File: src/dcfb_pkg.sv
// dcfb_pkg: shared types and constants for the host/DSP FIFO and latch bridge.
// Holds the transaction payload structs, controller command/status structs and codes.
// No dependencies.
`timescale 1ns / 1ps

package dcfb_pkg;

	localparam int DSP_DEPTH  = 32;
	localparam int DAC_DEPTH  = 16;
	localparam int DSP_PTR_W  = $clog2(DSP_DEPTH);
	localparam int DAC_PTR_W  = $clog2(DAC_DEPTH);
	localparam int DSP_FILL_W = $clog2(DSP_DEPTH + 1);
	localparam int DAC_FILL_W = $clog2(DAC_DEPTH + 1);

	localparam logic [2:0] MODE_HOST_RD = 3'd0;
	localparam logic [2:0] MODE_HOST_WR = 3'd1;
	localparam logic [2:0] MODE_DSP_RD  = 3'd2;
	localparam logic [2:0] MODE_DSP_WR  = 3'd3;
	localparam logic [2:0] MODE_TICK    = 3'd4;
	localparam logic [2:0] MODE_UART    = 3'd5;

	localparam logic [2:0] OFF_FLAGS = 3'd0;
	localparam logic [2:0] OFF_FIFO  = 3'd2;
	localparam logic [2:0] OFF_TLC   = 3'd4;
	localparam logic [2:0] OFF_ZERO  = 3'd6;

	localparam logic [2:0] PORT_SEM  = 3'd0;
	localparam logic [2:0] PORT_FIFO = 3'd1;

	localparam logic [6:0] VOLUME_FULL = 7'd100;

	typedef struct packed {
		logic [2:0]  mode;
		logic [2:0]  reg_offset;
		logic [2:0]  dsp_port;
		logic [15:0] write_data;
		logic        line_level;
	} item_t;

	typedef struct packed {
		logic [15:0]           read_data;
		logic signed [15:0]    dac_sample;
		logic                  dsp_reset_line;
		logic                  dsp_int_assert;
		logic                  dsp_bio_flag;
		logic [2:0]            host_irq_level;
		logic [DSP_FILL_W-1:0] to_dsp_count;
		logic [DAC_FILL_W-1:0] to_dac_count;
		logic [15:0]           underrun_total;
	} result_t;

	typedef struct packed {
		logic load;
		logic exec;
		logic mul;
		logic div;
		logic fix;
	} cmd_t;

	typedef struct packed {
		logic tick;
	} stat_t;

endpackage

File: src/dcfb_ctrl.sv
// dcfb_ctrl: transaction sequencer for the bridge.
// Issues load/exec/scale commands to dcfb_dp and raises the result strobe.
// Depends on dcfb_pkg.
`timescale 1ns / 1ps

module dcfb_ctrl (
	input  logic             clk,
	input  logic             arst_n,
	input  logic             start,
	output logic             busy,
	output logic             done,
	output dcfb_pkg::cmd_t   cmd,
	input  dcfb_pkg::stat_t  stat
);

	localparam logic [2:0] ST_IDLE = 3'd0;
	localparam logic [2:0] ST_READ = 3'd1;
	localparam logic [2:0] ST_EXEC = 3'd2;
	localparam logic [2:0] ST_MUL  = 3'd3;
	localparam logic [2:0] ST_DIV  = 3'd4;
	localparam logic [2:0] ST_FIX  = 3'd5;

	logic [2:0] state_q;
	logic [2:0] state_d;
	logic       done_q;

	always_comb begin
		state_d = state_q;
		unique case (state_q)
			ST_IDLE: begin
				if (start) begin
					state_d = ST_READ;
				end
			end
			ST_READ: state_d = ST_EXEC;
			ST_EXEC: begin
				if (stat.tick) begin
					state_d = ST_MUL;
				end else begin
					state_d = ST_IDLE;
				end
			end
			ST_MUL:  state_d = ST_DIV;
			ST_DIV:  state_d = ST_FIX;
			ST_FIX:  state_d = ST_IDLE;
			default: state_d = ST_IDLE;
		endcase
	end

	always_ff @(posedge clk or negedge arst_n) begin
		if (!arst_n) begin
			state_q <= ST_IDLE;
			done_q  <= 1'b0;
		end else begin
			state_q <= state_d;
			done_q  <= ((state_q == ST_EXEC) && !stat.tick) || (state_q == ST_FIX);
		end
	end

	assign busy     = (state_q != ST_IDLE);
	assign done     = done_q;
	assign cmd.load = (state_q == ST_IDLE) && start;
	assign cmd.exec = (state_q == ST_EXEC);
	assign cmd.mul  = (state_q == ST_MUL);
	assign cmd.div  = (state_q == ST_DIV);
	assign cmd.fix  = (state_q == ST_FIX);

endmodule

File: src/dcfb_dp.sv
// dcfb_dp: bridge datapath: both word FIFOs, latches, interrupt encoder and DAC scaler.
// Driven by dcfb_ctrl commands; holds the volume register.
// Depends on dcfb_pkg.
`timescale 1ns / 1ps

module dcfb_dp (
	input  logic                clk,
	input  logic                arst_n,
	input  dcfb_pkg::cmd_t      cmd,
	output dcfb_pkg::stat_t     stat,
	input  dcfb_pkg::item_t     item,
	input  logic                cfg_we,
	input  logic [6:0]          cfg_data,
	output dcfb_pkg::result_t   result
);

	localparam int DSP_PW = dcfb_pkg::DSP_PTR_W;
	localparam int DAC_PW = dcfb_pkg::DAC_PTR_W;
	localparam int DSP_FW = dcfb_pkg::DSP_FILL_W;
	localparam int DAC_FW = dcfb_pkg::DAC_FILL_W;

	localparam logic [15:0] SAMPLE_MASK = 16'hFFF0;
	localparam logic [15:0] SPC_MASK    = 16'h0041;
	localparam logic [15:0] TLC_MASK    = 16'h4140;
	localparam logic [15:0] ALL_ONES    = 16'hFFFF;
	localparam logic signed [15:0] QUIET = 16'sd120;
	localparam logic [15:0] RECIP       = 16'd41943; // 2^20 / 25, rounded down
	localparam int          RECIP_SH    = 20;
	localparam logic [21:0] DIV_LOW     = 22'd25;

	dcfb_pkg::item_t item_q;
	logic [6:0]      volume_q;

	logic [15:0]             dsp_mem_q [dcfb_pkg::DSP_DEPTH];
	logic [dcfb_pkg::DSP_DEPTH-1:0] dsp_vld_q;
	logic [DSP_PW-1:0]       dsp_head_q, dsp_tail_q;
	logic [DSP_FW-1:0]       dsp_fill_q;
	logic [15:0]             dac_mem_q [dcfb_pkg::DAC_DEPTH];
	logic [dcfb_pkg::DAC_DEPTH-1:0] dac_vld_q;
	logic [DAC_PW-1:0]       dac_head_q, dac_tail_q;
	logic [DAC_FW-1:0]       dac_fill_q;

	logic        sem_q, err_q, held_q;
	logic [6:0]  spc_q;
	logic [14:0] tlc_q;
	logic [2:0]  irq_q;
	logic [15:0] under_q;

	logic [15:0] dsp_mem_s1, dac_mem_s1;
	logic        dsp_vld_s1, dac_vld_s1;

	logic [15:0] rd_q;
	logic        intr_q;
	logic signed [15:0] sample_q;

	logic signed [15:0] s_s1, s_s2, s_s3;
	logic signed [23:0] prod_s2;
	logic               byp_s2, byp_s3, neg_s3;
	logic [19:0]        x_s3;
	logic [15:0]        est_s3;

	// exec-stage next values
	logic [15:0] dsp_word, dac_word, rd_d;
	logic signed [15:0] s_d;
	logic        intr_d, sem_d, err_d, held_d, clr_d;
	logic        dsp_push, dsp_pop, dac_push, dac_pop, under_inc;
	logic [6:0]  spc_d;
	logic [14:0] tlc_d;
	logic [2:0]  irq_d;
	logic [DAC_FW-1:0] dac_fill_after;

	assign dsp_word = dsp_vld_s1 ? dsp_mem_s1 : 16'h0000;
	assign dac_word = dac_vld_s1 ? dac_mem_s1 : 16'h0000;
	assign s_d      = $signed(dac_word & SAMPLE_MASK);
	assign stat.tick = (item_q.mode == dcfb_pkg::MODE_TICK);

	always_comb begin
		rd_d      = 16'h0000;
		intr_d    = 1'b0;
		sem_d     = sem_q;
		err_d     = err_q;
		held_d    = held_q;
		clr_d     = 1'b0;
		spc_d     = spc_q;
		tlc_d     = tlc_q;
		irq_d     = irq_q;
		dsp_push  = 1'b0;
		dsp_pop   = 1'b0;
		dac_push  = 1'b0;
		dac_pop   = 1'b0;
		under_inc = 1'b0;
		dac_fill_after = dac_fill_q;
		unique case (item_q.mode)
			dcfb_pkg::MODE_HOST_RD: begin
				if (item_q.reg_offset == dcfb_pkg::OFF_FLAGS) begin
					rd_d = {9'h000, spc_q} | {8'h00, sem_q, 7'h00} | {10'h000, err_q, 5'h00};
				end else if (item_q.reg_offset == dcfb_pkg::OFF_TLC) begin
					rd_d = {1'b0, tlc_q};
				end else if (item_q.reg_offset == dcfb_pkg::OFF_ZERO) begin
					rd_d = 16'h0000;
				end else begin
					rd_d = ALL_ONES;
				end
			end
			dcfb_pkg::MODE_HOST_WR: begin
				if (item_q.reg_offset == dcfb_pkg::OFF_FLAGS) begin
					spc_d  = 7'(item_q.write_data & SPC_MASK);
					clr_d  = item_q.write_data[0];
					intr_d = item_q.write_data[0];
					held_d = item_q.write_data[0];
					if (item_q.write_data[0] || item_q.write_data[1]) begin
						sem_d = 1'b0;
						err_d = 1'b0;
					end
					irq_d[1] = item_q.write_data[6] &&
						(sem_d || (!(item_q.write_data[0] || item_q.write_data[1]) && irq_q[1]));
				end else if (item_q.reg_offset == dcfb_pkg::OFF_FIFO) begin
					dsp_push = (dsp_fill_q < DSP_FW'(dcfb_pkg::DSP_DEPTH));
				end else if (item_q.reg_offset == dcfb_pkg::OFF_TLC) begin
					tlc_d    = 15'(item_q.write_data & TLC_MASK);
					irq_d[0] = 1'b0;
				end
			end
			dcfb_pkg::MODE_DSP_RD: begin
				if (item_q.dsp_port == dcfb_pkg::PORT_FIFO) begin
					rd_d    = dsp_word;
					dsp_pop = (dsp_fill_q != '0);
				end else begin
					rd_d = ALL_ONES;
				end
			end
			dcfb_pkg::MODE_DSP_WR: begin
				if (item_q.dsp_port == dcfb_pkg::PORT_SEM) begin
					sem_d    = 1'b1;
					err_d    = item_q.write_data[0];
					irq_d[1] = spc_q[6];
				end else if (item_q.dsp_port == dcfb_pkg::PORT_FIFO) begin
					dac_push = (dac_fill_q < DAC_FW'(dcfb_pkg::DAC_DEPTH));
				end
			end
			dcfb_pkg::MODE_TICK: begin
				under_inc = (dac_fill_q == '0) && !held_q && (s_d > QUIET || s_d < -QUIET) &&
					(under_q != ALL_ONES);
				dac_pop = (dac_fill_q != '0);
				if (dac_pop) begin
					dac_fill_after = dac_fill_q - 1'b1;
				end
				intr_d = (dac_fill_after < DAC_FW'(dcfb_pkg::DAC_DEPTH));
			end
			dcfb_pkg::MODE_UART: begin
				irq_d[2] = item_q.line_level;
			end
			default: begin
			end
		endcase
	end

	always_ff @(posedge clk or negedge arst_n) begin
		if (!arst_n) begin
			volume_q   <= dcfb_pkg::VOLUME_FULL;
			dsp_vld_q  <= '0;
			dsp_head_q <= '0;
			dsp_tail_q <= '0;
			dsp_fill_q <= '0;
			dac_vld_q  <= '0;
			dac_head_q <= '0;
			dac_tail_q <= '0;
			dac_fill_q <= '0;
			sem_q      <= 1'b0;
			err_q      <= 1'b0;
			held_q     <= 1'b1;
			spc_q      <= '0;
			tlc_q      <= '0;
			irq_q      <= '0;
			under_q    <= '0;
		end else begin
			if (cfg_we) begin
				volume_q <= cfg_data;
			end
			if (cmd.exec) begin
				sem_q  <= sem_d;
				err_q  <= err_d;
				held_q <= held_d;
				spc_q  <= spc_d;
				tlc_q  <= tlc_d;
				irq_q  <= irq_d;
				if (under_inc) begin
					under_q <= under_q + 1'b1;
				end
				if (clr_d) begin
					dsp_vld_q  <= '0;
					dsp_head_q <= '0;
					dsp_tail_q <= '0;
					dsp_fill_q <= '0;
					dac_vld_q  <= '0;
					dac_head_q <= '0;
					dac_tail_q <= '0;
					dac_fill_q <= '0;
				end else begin
					if (dsp_push) begin
						dsp_vld_q[dsp_head_q] <= 1'b1;
						dsp_head_q <= (dsp_head_q == DSP_PW'(dcfb_pkg::DSP_DEPTH - 1)) ?
							'0 : dsp_head_q + 1'b1;
						dsp_fill_q <= dsp_fill_q + 1'b1;
					end
					if (dsp_pop) begin
						dsp_tail_q <= (dsp_tail_q == DSP_PW'(dcfb_pkg::DSP_DEPTH - 1)) ?
							'0 : dsp_tail_q + 1'b1;
						dsp_fill_q <= dsp_fill_q - 1'b1;
					end
					if (dac_push) begin
						dac_vld_q[dac_head_q] <= 1'b1;
						dac_head_q <= (dac_head_q == DAC_PW'(dcfb_pkg::DAC_DEPTH - 1)) ?
							'0 : dac_head_q + 1'b1;
						dac_fill_q <= dac_fill_q + 1'b1;
					end
					if (dac_pop) begin
						dac_tail_q <= (dac_tail_q == DAC_PW'(dcfb_pkg::DAC_DEPTH - 1)) ?
							'0 : dac_tail_q + 1'b1;
						dac_fill_q <= dac_fill_after;
					end
				end
			end
		end
	end

	// FIFO stores: one write and one registered tail read each
	always_ff @(posedge clk) begin
		if (cmd.exec && dsp_push && !clr_d) begin
			dsp_mem_q[dsp_head_q] <= item_q.write_data;
		end
		if (cmd.exec && dac_push && !clr_d) begin
			dac_mem_q[dac_head_q] <= item_q.write_data;
		end
		dsp_mem_s1 <= dsp_mem_q[dsp_tail_q];
		dac_mem_s1 <= dac_mem_q[dac_tail_q];
		dsp_vld_s1 <= dsp_vld_q[dsp_tail_q];
		dac_vld_s1 <= dac_vld_q[dac_tail_q];
	end

	// transaction capture, result registers and the volume scaler
	logic [23:0] mag;
	logic [35:0] est_full;
	logic [21:0] rem;
	logic [15:0] quot;

	assign mag      = prod_s2[23] ? 24'(-prod_s2) : 24'(prod_s2);
	assign est_full = 36'(mag[21:2]) * 36'(RECIP);
	assign rem      = 22'(x_s3) - (22'(est_s3) * DIV_LOW);
	assign quot     = est_s3 + 16'(rem >= DIV_LOW);

	always_ff @(posedge clk) begin
		if (cmd.load) begin
			item_q <= item;
		end
		if (cmd.exec) begin
			rd_q     <= rd_d;
			intr_q   <= intr_d;
			sample_q <= '0;
			s_s1     <= s_d;
		end
		if (cmd.mul) begin
			prod_s2 <= s_s1 * $signed({1'b0, volume_q});
			byp_s2  <= (volume_q >= dcfb_pkg::VOLUME_FULL);
			s_s2    <= s_s1;
		end
		if (cmd.div) begin
			x_s3   <= mag[21:2];
			est_s3 <= est_full[RECIP_SH +: 16];
			neg_s3 <= prod_s2[23];
			byp_s3 <= byp_s2;
			s_s3   <= s_s2;
		end
		if (cmd.fix) begin
			sample_q <= byp_s3 ? s_s3 : (neg_s3 ? -$signed(quot) : $signed(quot));
		end
	end

	assign result.read_data      = rd_q;
	assign result.dac_sample     = sample_q;
	assign result.dsp_reset_line = held_q;
	assign result.dsp_int_assert = intr_q;
	assign result.dsp_bio_flag   = sem_q;
	assign result.host_irq_level = irq_q[2] ? 3'd6 : (irq_q[1] ? 3'd5 : (irq_q[0] ? 3'd4 : 3'd0));
	assign result.to_dsp_count   = dsp_fill_q;
	assign result.to_dac_count   = dac_fill_q;
	assign result.underrun_total = under_q;

endmodule

File: src/dual_cpu_fifo_latch_bridge_top.sv
// Host-to-DSP and DSP-to-DAC FIFO bridge with semaphore, flag latches and irq encoder.
// Top level: instantiates dcfb_ctrl and dcfb_dp.
// Depends on dcfb_pkg, dcfb_ctrl, dcfb_dp.
//
// Usage:
//   Input: drive item and raise start; the transaction is taken at an edge with start
//   high and busy low. One transaction at a time.
//   Output: done is high for exactly one cycle while result holds the answer; the
//   receiver must take it then. Status fields reflect state after the transaction.
//   Config: cfg_we writes cfg_data into the volume register at the next edge; write
//   only while no transaction is in flight.
//   Sequence: after the accepting edge, done rises once the tail read and update states
//   have run, or for a tick once tail read, update, multiply, reciprocal multiply and
//   correction have run; the result is taken at the edge that ends the done cycle.
//   busy drops in the done cycle, so a new transaction can be taken there.
//   Reset: arst_n clears both FIFOs and all latches, holds the DSP in reset and sets
//   volume to 100; the block is ready on the first edge after release.
`timescale 1ns / 1ps

module dual_cpu_fifo_latch_bridge_top (
	input  logic               clk,
	input  logic               arst_n,
	input  logic               start,
	output logic               busy,
	input  dcfb_pkg::item_t    item,
	input  logic               cfg_we,
	input  logic [6:0]         cfg_data,
	output logic               done,
	output dcfb_pkg::result_t  result
);

	dcfb_pkg::cmd_t  cmd;
	dcfb_pkg::stat_t stat;

	dcfb_ctrl u_ctrl (
		.clk    (clk),
		.arst_n (arst_n),
		.start  (start),
		.busy   (busy),
		.done   (done),
		.cmd    (cmd),
		.stat   (stat)
	);

	dcfb_dp u_dp (
		.clk      (clk),
		.arst_n   (arst_n),
		.cmd      (cmd),
		.stat     (stat),
		.item     (item),
		.cfg_we   (cfg_we),
		.cfg_data (cfg_data),
		.result   (result)
	);

endmodule
File: config.mk
export PLATFORM = sky130hd
export DESIGN_NAME = dual_cpu_fifo_latch_bridge_top
export DESIGN_NICKNAME = d
export VERILOG_FILES = /design/src/dcfb_pkg.sv /design/src/dcfb_ctrl.sv /design/src/dcfb_dp.sv /design/src/dual_cpu_fifo_latch_bridge_top.sv
export SDC_FILE = /design/constraint.sdc
export NUM_CORES = 2
export LEC_CHECK = 0
export BUFFER_PORTS_ARGS = -buffer_cell sky130_fd_sc_hd__buf_2
export CORE_ASPECT_RATIO = 1.2
export CORE_MARGIN = 2
export CORE_UTILIZATION = 60
export DETAILED_ROUTE_END_ITERATION = 8
export GPL_ROUTABILITY_DRIVEN = 0
export HOLD_SLACK_MARGIN = 0.15
export PLACE_DENSITY = 0.84
export SETUP_SLACK_MARGIN = 0.5
export SLEW_MARGIN = 20
export SYNTH_ARGS = -nofsm -noshare
export SYNTH_HDL_FRONTEND = slang
export SYNTH_HIERARCHICAL = 1
export SYNTH_SLANG_ARGS = --single-unit
export TNS_END_PERCENT = 20
File: constraint.sdc
create_clock -name clk -period 9.82 [get_ports clk]
set_input_delay 0.982 -clock clk [delete_from_list [all_inputs] [get_ports clk]]
set_output_delay 0.982 -clock clk [all_outputs]
set_load 0.02 [all_outputs]
==> metrics.log <==
INFO  metric timing.reg2reg.setup_slack = 1830 ps
INFO  metric r2r_start = u_dp/prod_s2[4]
INFO  metric startpoint = u_dp/prod_s2[4]
INFO  metric critical_path_arrival = 8430 ps
INFO  metric crit_slowest_cell = xor2_1
INFO  metric synth_flop_cell = edfxtp_1
INFO  metric htreeDepth = 3
INFO  metric grt_start_max_net_pins = 73
INFO  metric synth_area_leader_cell = edfxtp_1
INFO  metric worstRegToRegCells = 26
INFO  metric crit_fanout = 8
INFO  metric antenna_left = 0
INFO  metric fillers = 5,464
INFO  metric grt_overflow = 0
INFO  metric post_drt_wl_per_cell = 23.9 µm
INFO  metric drt_wl_total = 117,000 µm
INFO  metric capturing_element_type_of_the_critical_path = flip-flop
INFO  metric antenna_cells_inserted = 0
INFO  metric setup_crit_start_kind = flip-flop
INFO  metric postSynthCellCount = 3,573
INFO  metric setup.worst_path.end = u_dp/est_s3[15]
INFO  metric grt_pass1_vias = 30,800
INFO  metric clk_pin_slew = 60 ps
INFO  metric cts-buffers-inserted = 94
INFO  metric synth.yosys.seq_area_share = 57.7%
INFO  metric syn_nets = 4,105
INFO  metric worstPathBufferInverterCount = 4
INFO  metric finish.utilization = 66.7%
INFO  metric design.die.area = 0.0864 mm²
INFO  metric mapped_cell_area = 0.0505 mm²
INFO  metric worst_skew_pair_later_pin_latency = 680 ps
INFO  metric detail_route.vias_per_cell = 6.14
INFO  metric netlist_top_cells_area = edfxtp_1 51%, fa_1 8.3%, ha_1 7.1%
INFO  metric crit-reg2reg-capture = u_dp/est_s3[15]
INFO  metric min_path_type = in -> async
INFO  metric first_iter_violations = 3,355
INFO  metric final-max-slew-violation-count = 0
INFO  metric initial_core_util = 60.6%
INFO  metric postCtsSetupRepairBufs = 0
INFO  metric final.setup_skew = 51.4 ps
INFO  metric ctsRootBufferMaster = clkbuf_16
INFO  metric synthTopCellsByCount = 855 x edfxtp_1, 372 x inv_1, 286 x ha_1
INFO  metric critical_path_class = reg -> reg
INFO  metric placementRows = 116
INFO  metric overall_die_height = 322 µm
INFO  metric cts.sink_count = 999
INFO  metric syn2layout_area_growth = 10.2%
INFO  metric vias = 30,200
INFO  metric yosysWarningCount = 6
INFO  metric cp_top_family = adder cells
INFO  metric finalCriticalPeriod = 7990 ps
INFO  metric die_width = 269 µm
INFO  metric postCtsHoldBufs = 0
INFO  metric nNetsFinal = 4,251
INFO  metric postSynthAreaPerCell = 14.1 µm²
INFO  metric maximum_clock_frequency = 125 MHz
INFO  metric place.detailed.hpwl = 76,000 µm
INFO  metric cts_resized = 0
INFO  metric global_router_s_overall_resource_usage = 27.5%
INFO  metric run_status = finished clean
INFO  metric path_depth = 26
INFO  metric synth-edff-count = 855
INFO  metric final.setup.tns = 0 ps
INFO  metric final-setup-viol-count = 0
INFO  metric post-synth-top-count-cell = edfxtp_1
INFO  metric synth-seq-cells = 999
INFO  metric timing.final.crit_share = 81.4%
INFO  metric pre_antenna_drt_iters = 5
INFO  metric num_io_pins = 104
INFO  metric fraction_of_registers_with_async_set_reset = 11.4%
INFO  metric drive_gt1_share = 13.3%
INFO  metric relSlewSlack = 21.4%
INFO  metric route.detailed.drc = 0
INFO  metric worst_pin_slew = 1180 ps
INFO  metric core = 0.0833 mm²
INFO  metric footprint_of_the_flip_flops_and_latches = 0.0291 mm²
INFO  metric antenna_violations_before_repair = 3
INFO  metric max-cap-violations = 0
INFO  metric max_stage_delay = 670 ps
INFO  metric data_required_time_at_the_worst_endpoint = 10,250 ps
INFO  metric numPortBuffers = 103
INFO  metric grt_setup_unrepaired = false
INFO  metric cts_tree = done
INFO  metric multi_input_comb_area = 0.0195 mm²
INFO  metric hold_violations = 0
INFO  metric cts-root-to-sink-buffers = 3
INFO  metric grt_first_pass_wirelength = 178,000 µm
INFO  metric post_synth_num_cell_types = 79
INFO  metric synth.top_cell.area_share = 50.9%
worst min path at each step:
stage | start | end | slack (ps) | cells past startpoint
6_report | arst_n | u_dp/volume_q[0] | 310 | 1
5_1_grt | arst_n | u_dp/volume_q[0] | 350 | 1
4_1_cts | arst_n | u_dp/volume_q[0] | 300 | 1
3_5_place_dp | u_dp/s_s2[6] | u_dp/s_s3[6] | 400 | 0
3_3_place_gp | u_dp/s_s2[13] | u_dp/s_s3[13] | 400 | 0
2_1_floorplan | u_dp/byp_s2 | u_dp/byp_s3 | 400 | 0
layout make-up:
cell class                      count  area share [%]
Clock buffer                      125            4.60
Multi-Input combinational cell   2073            35.1
Sequential cell                   999            52.4
Inverter                          372            2.51
Clock inverter                     47           0.882
Tap cell                         1121            2.52
Timing Repair Buffer              179            1.98
stage by stage:
step | hold slack [ps] | area [µm²] | setup WS [ps] | cells
floorplan | 400 | 50500 | 2600 | 3573
global placement | 403 | 52500 | 2060 | 4742
detailed placement | 405 | 52500 | 1850 | 4742
CTS | 304 | 55500 | 1800 | 4914
global route | 349 | 55600 | 1400 | 4916
finish | 309 | 55600 | 1830 | 4916
cells in the final DEF (no fill, tap or decap), types with 10 or more instances in the layout:
cell       netlist  final
a21o_1          19     19
mux2_2          59     59
nor2b_1         13     13
mux4_2          94     94
clkinv_1         0     19
o21a_1          20     20
dfxtp_1         30     30
a22oi_1         13     13
dfrtp_1        110    106
o21ai_0        149    149
clkinv_2         0     10
buf_4            4     75
xnor2_1         68     67
nor3_1          23     18
xor2_1          40     40
a221oi_1        14     14
nand3_1         43     43
nor2_1         175    169
a21oi_1        129    129
and3_1          19     19
o31ai_1         12     12
fa_1           209    209
o221ai_1        53     53
nand4_1         13     13
inv_1          372    372
mux2i_1        150    150
o22ai_1         21     21
clkbuf_16        0     94
edfxtp_1       855    855
nand2_1        205    204
clkbuf_1        84     22
ha_1           286    286
and2_1          97     97
buf_2           16    102
nand2b_1        21     20
kinds of logic after synthesis:
logic type                 after synthesis  synth area share [%]
AOI/OAI and AO/OA                      503                  6.39
xor gates and xnor gates               108                  1.87
adders and majority gates              495                  15.4
buffers and inverters                  501                  3.80
DFF                                    999                  57.7
muxes                                  303                  8.49
and+or+nand+nor                        664                  6.33
flip-flops by register name, summed over array words and instances, names as in the netlist, 18 cells and up:
register	cells
u_dp/prod_s2	19
u_dp/item_q	26
u_dp/dac_mem_q	192
u_dp/dsp_vld_q	32
u_dp/x_s3	18
u_dp/dsp_mem_q	512
metal layers:
metal | vias up | wire length, µm | track usage (%)
li1 | 13200 | - | -
met1 | 15100 | 43900 | 36.2
met2 | 1581 | 57200 | 44.8
met3 | 301 | 11200 | 5.32
met4 | 4 | 4960 | 12.4
met5 | - | 27 | 0
worst reg2reg max path: stages, from the launching register on:
cell and delay [ps]:
edfxtp_1 540, inv_1 130, nand2_1 70, or4_1 450, or2_1 270, or3b_1 380
or2_4 260, o21ai_0 290, xor2_1 680, fa_1 520, inv_1 80, ha_1 160
inv_1 60, fa_1 500, inv_1 50, fa_1 470, fa_1 510, ha_1 310
ha_1 390, a21o_1 210, a21oi_1 190, or2_2 160, a21boi_0 180, o2111ai_1 220
and3_1 250, a311oi_1 330, xnor2_1 110
Power is left out: the tool's default activity adds up to more than one toggle a clock period on the data nets, which glitch-free logic cannot reach.
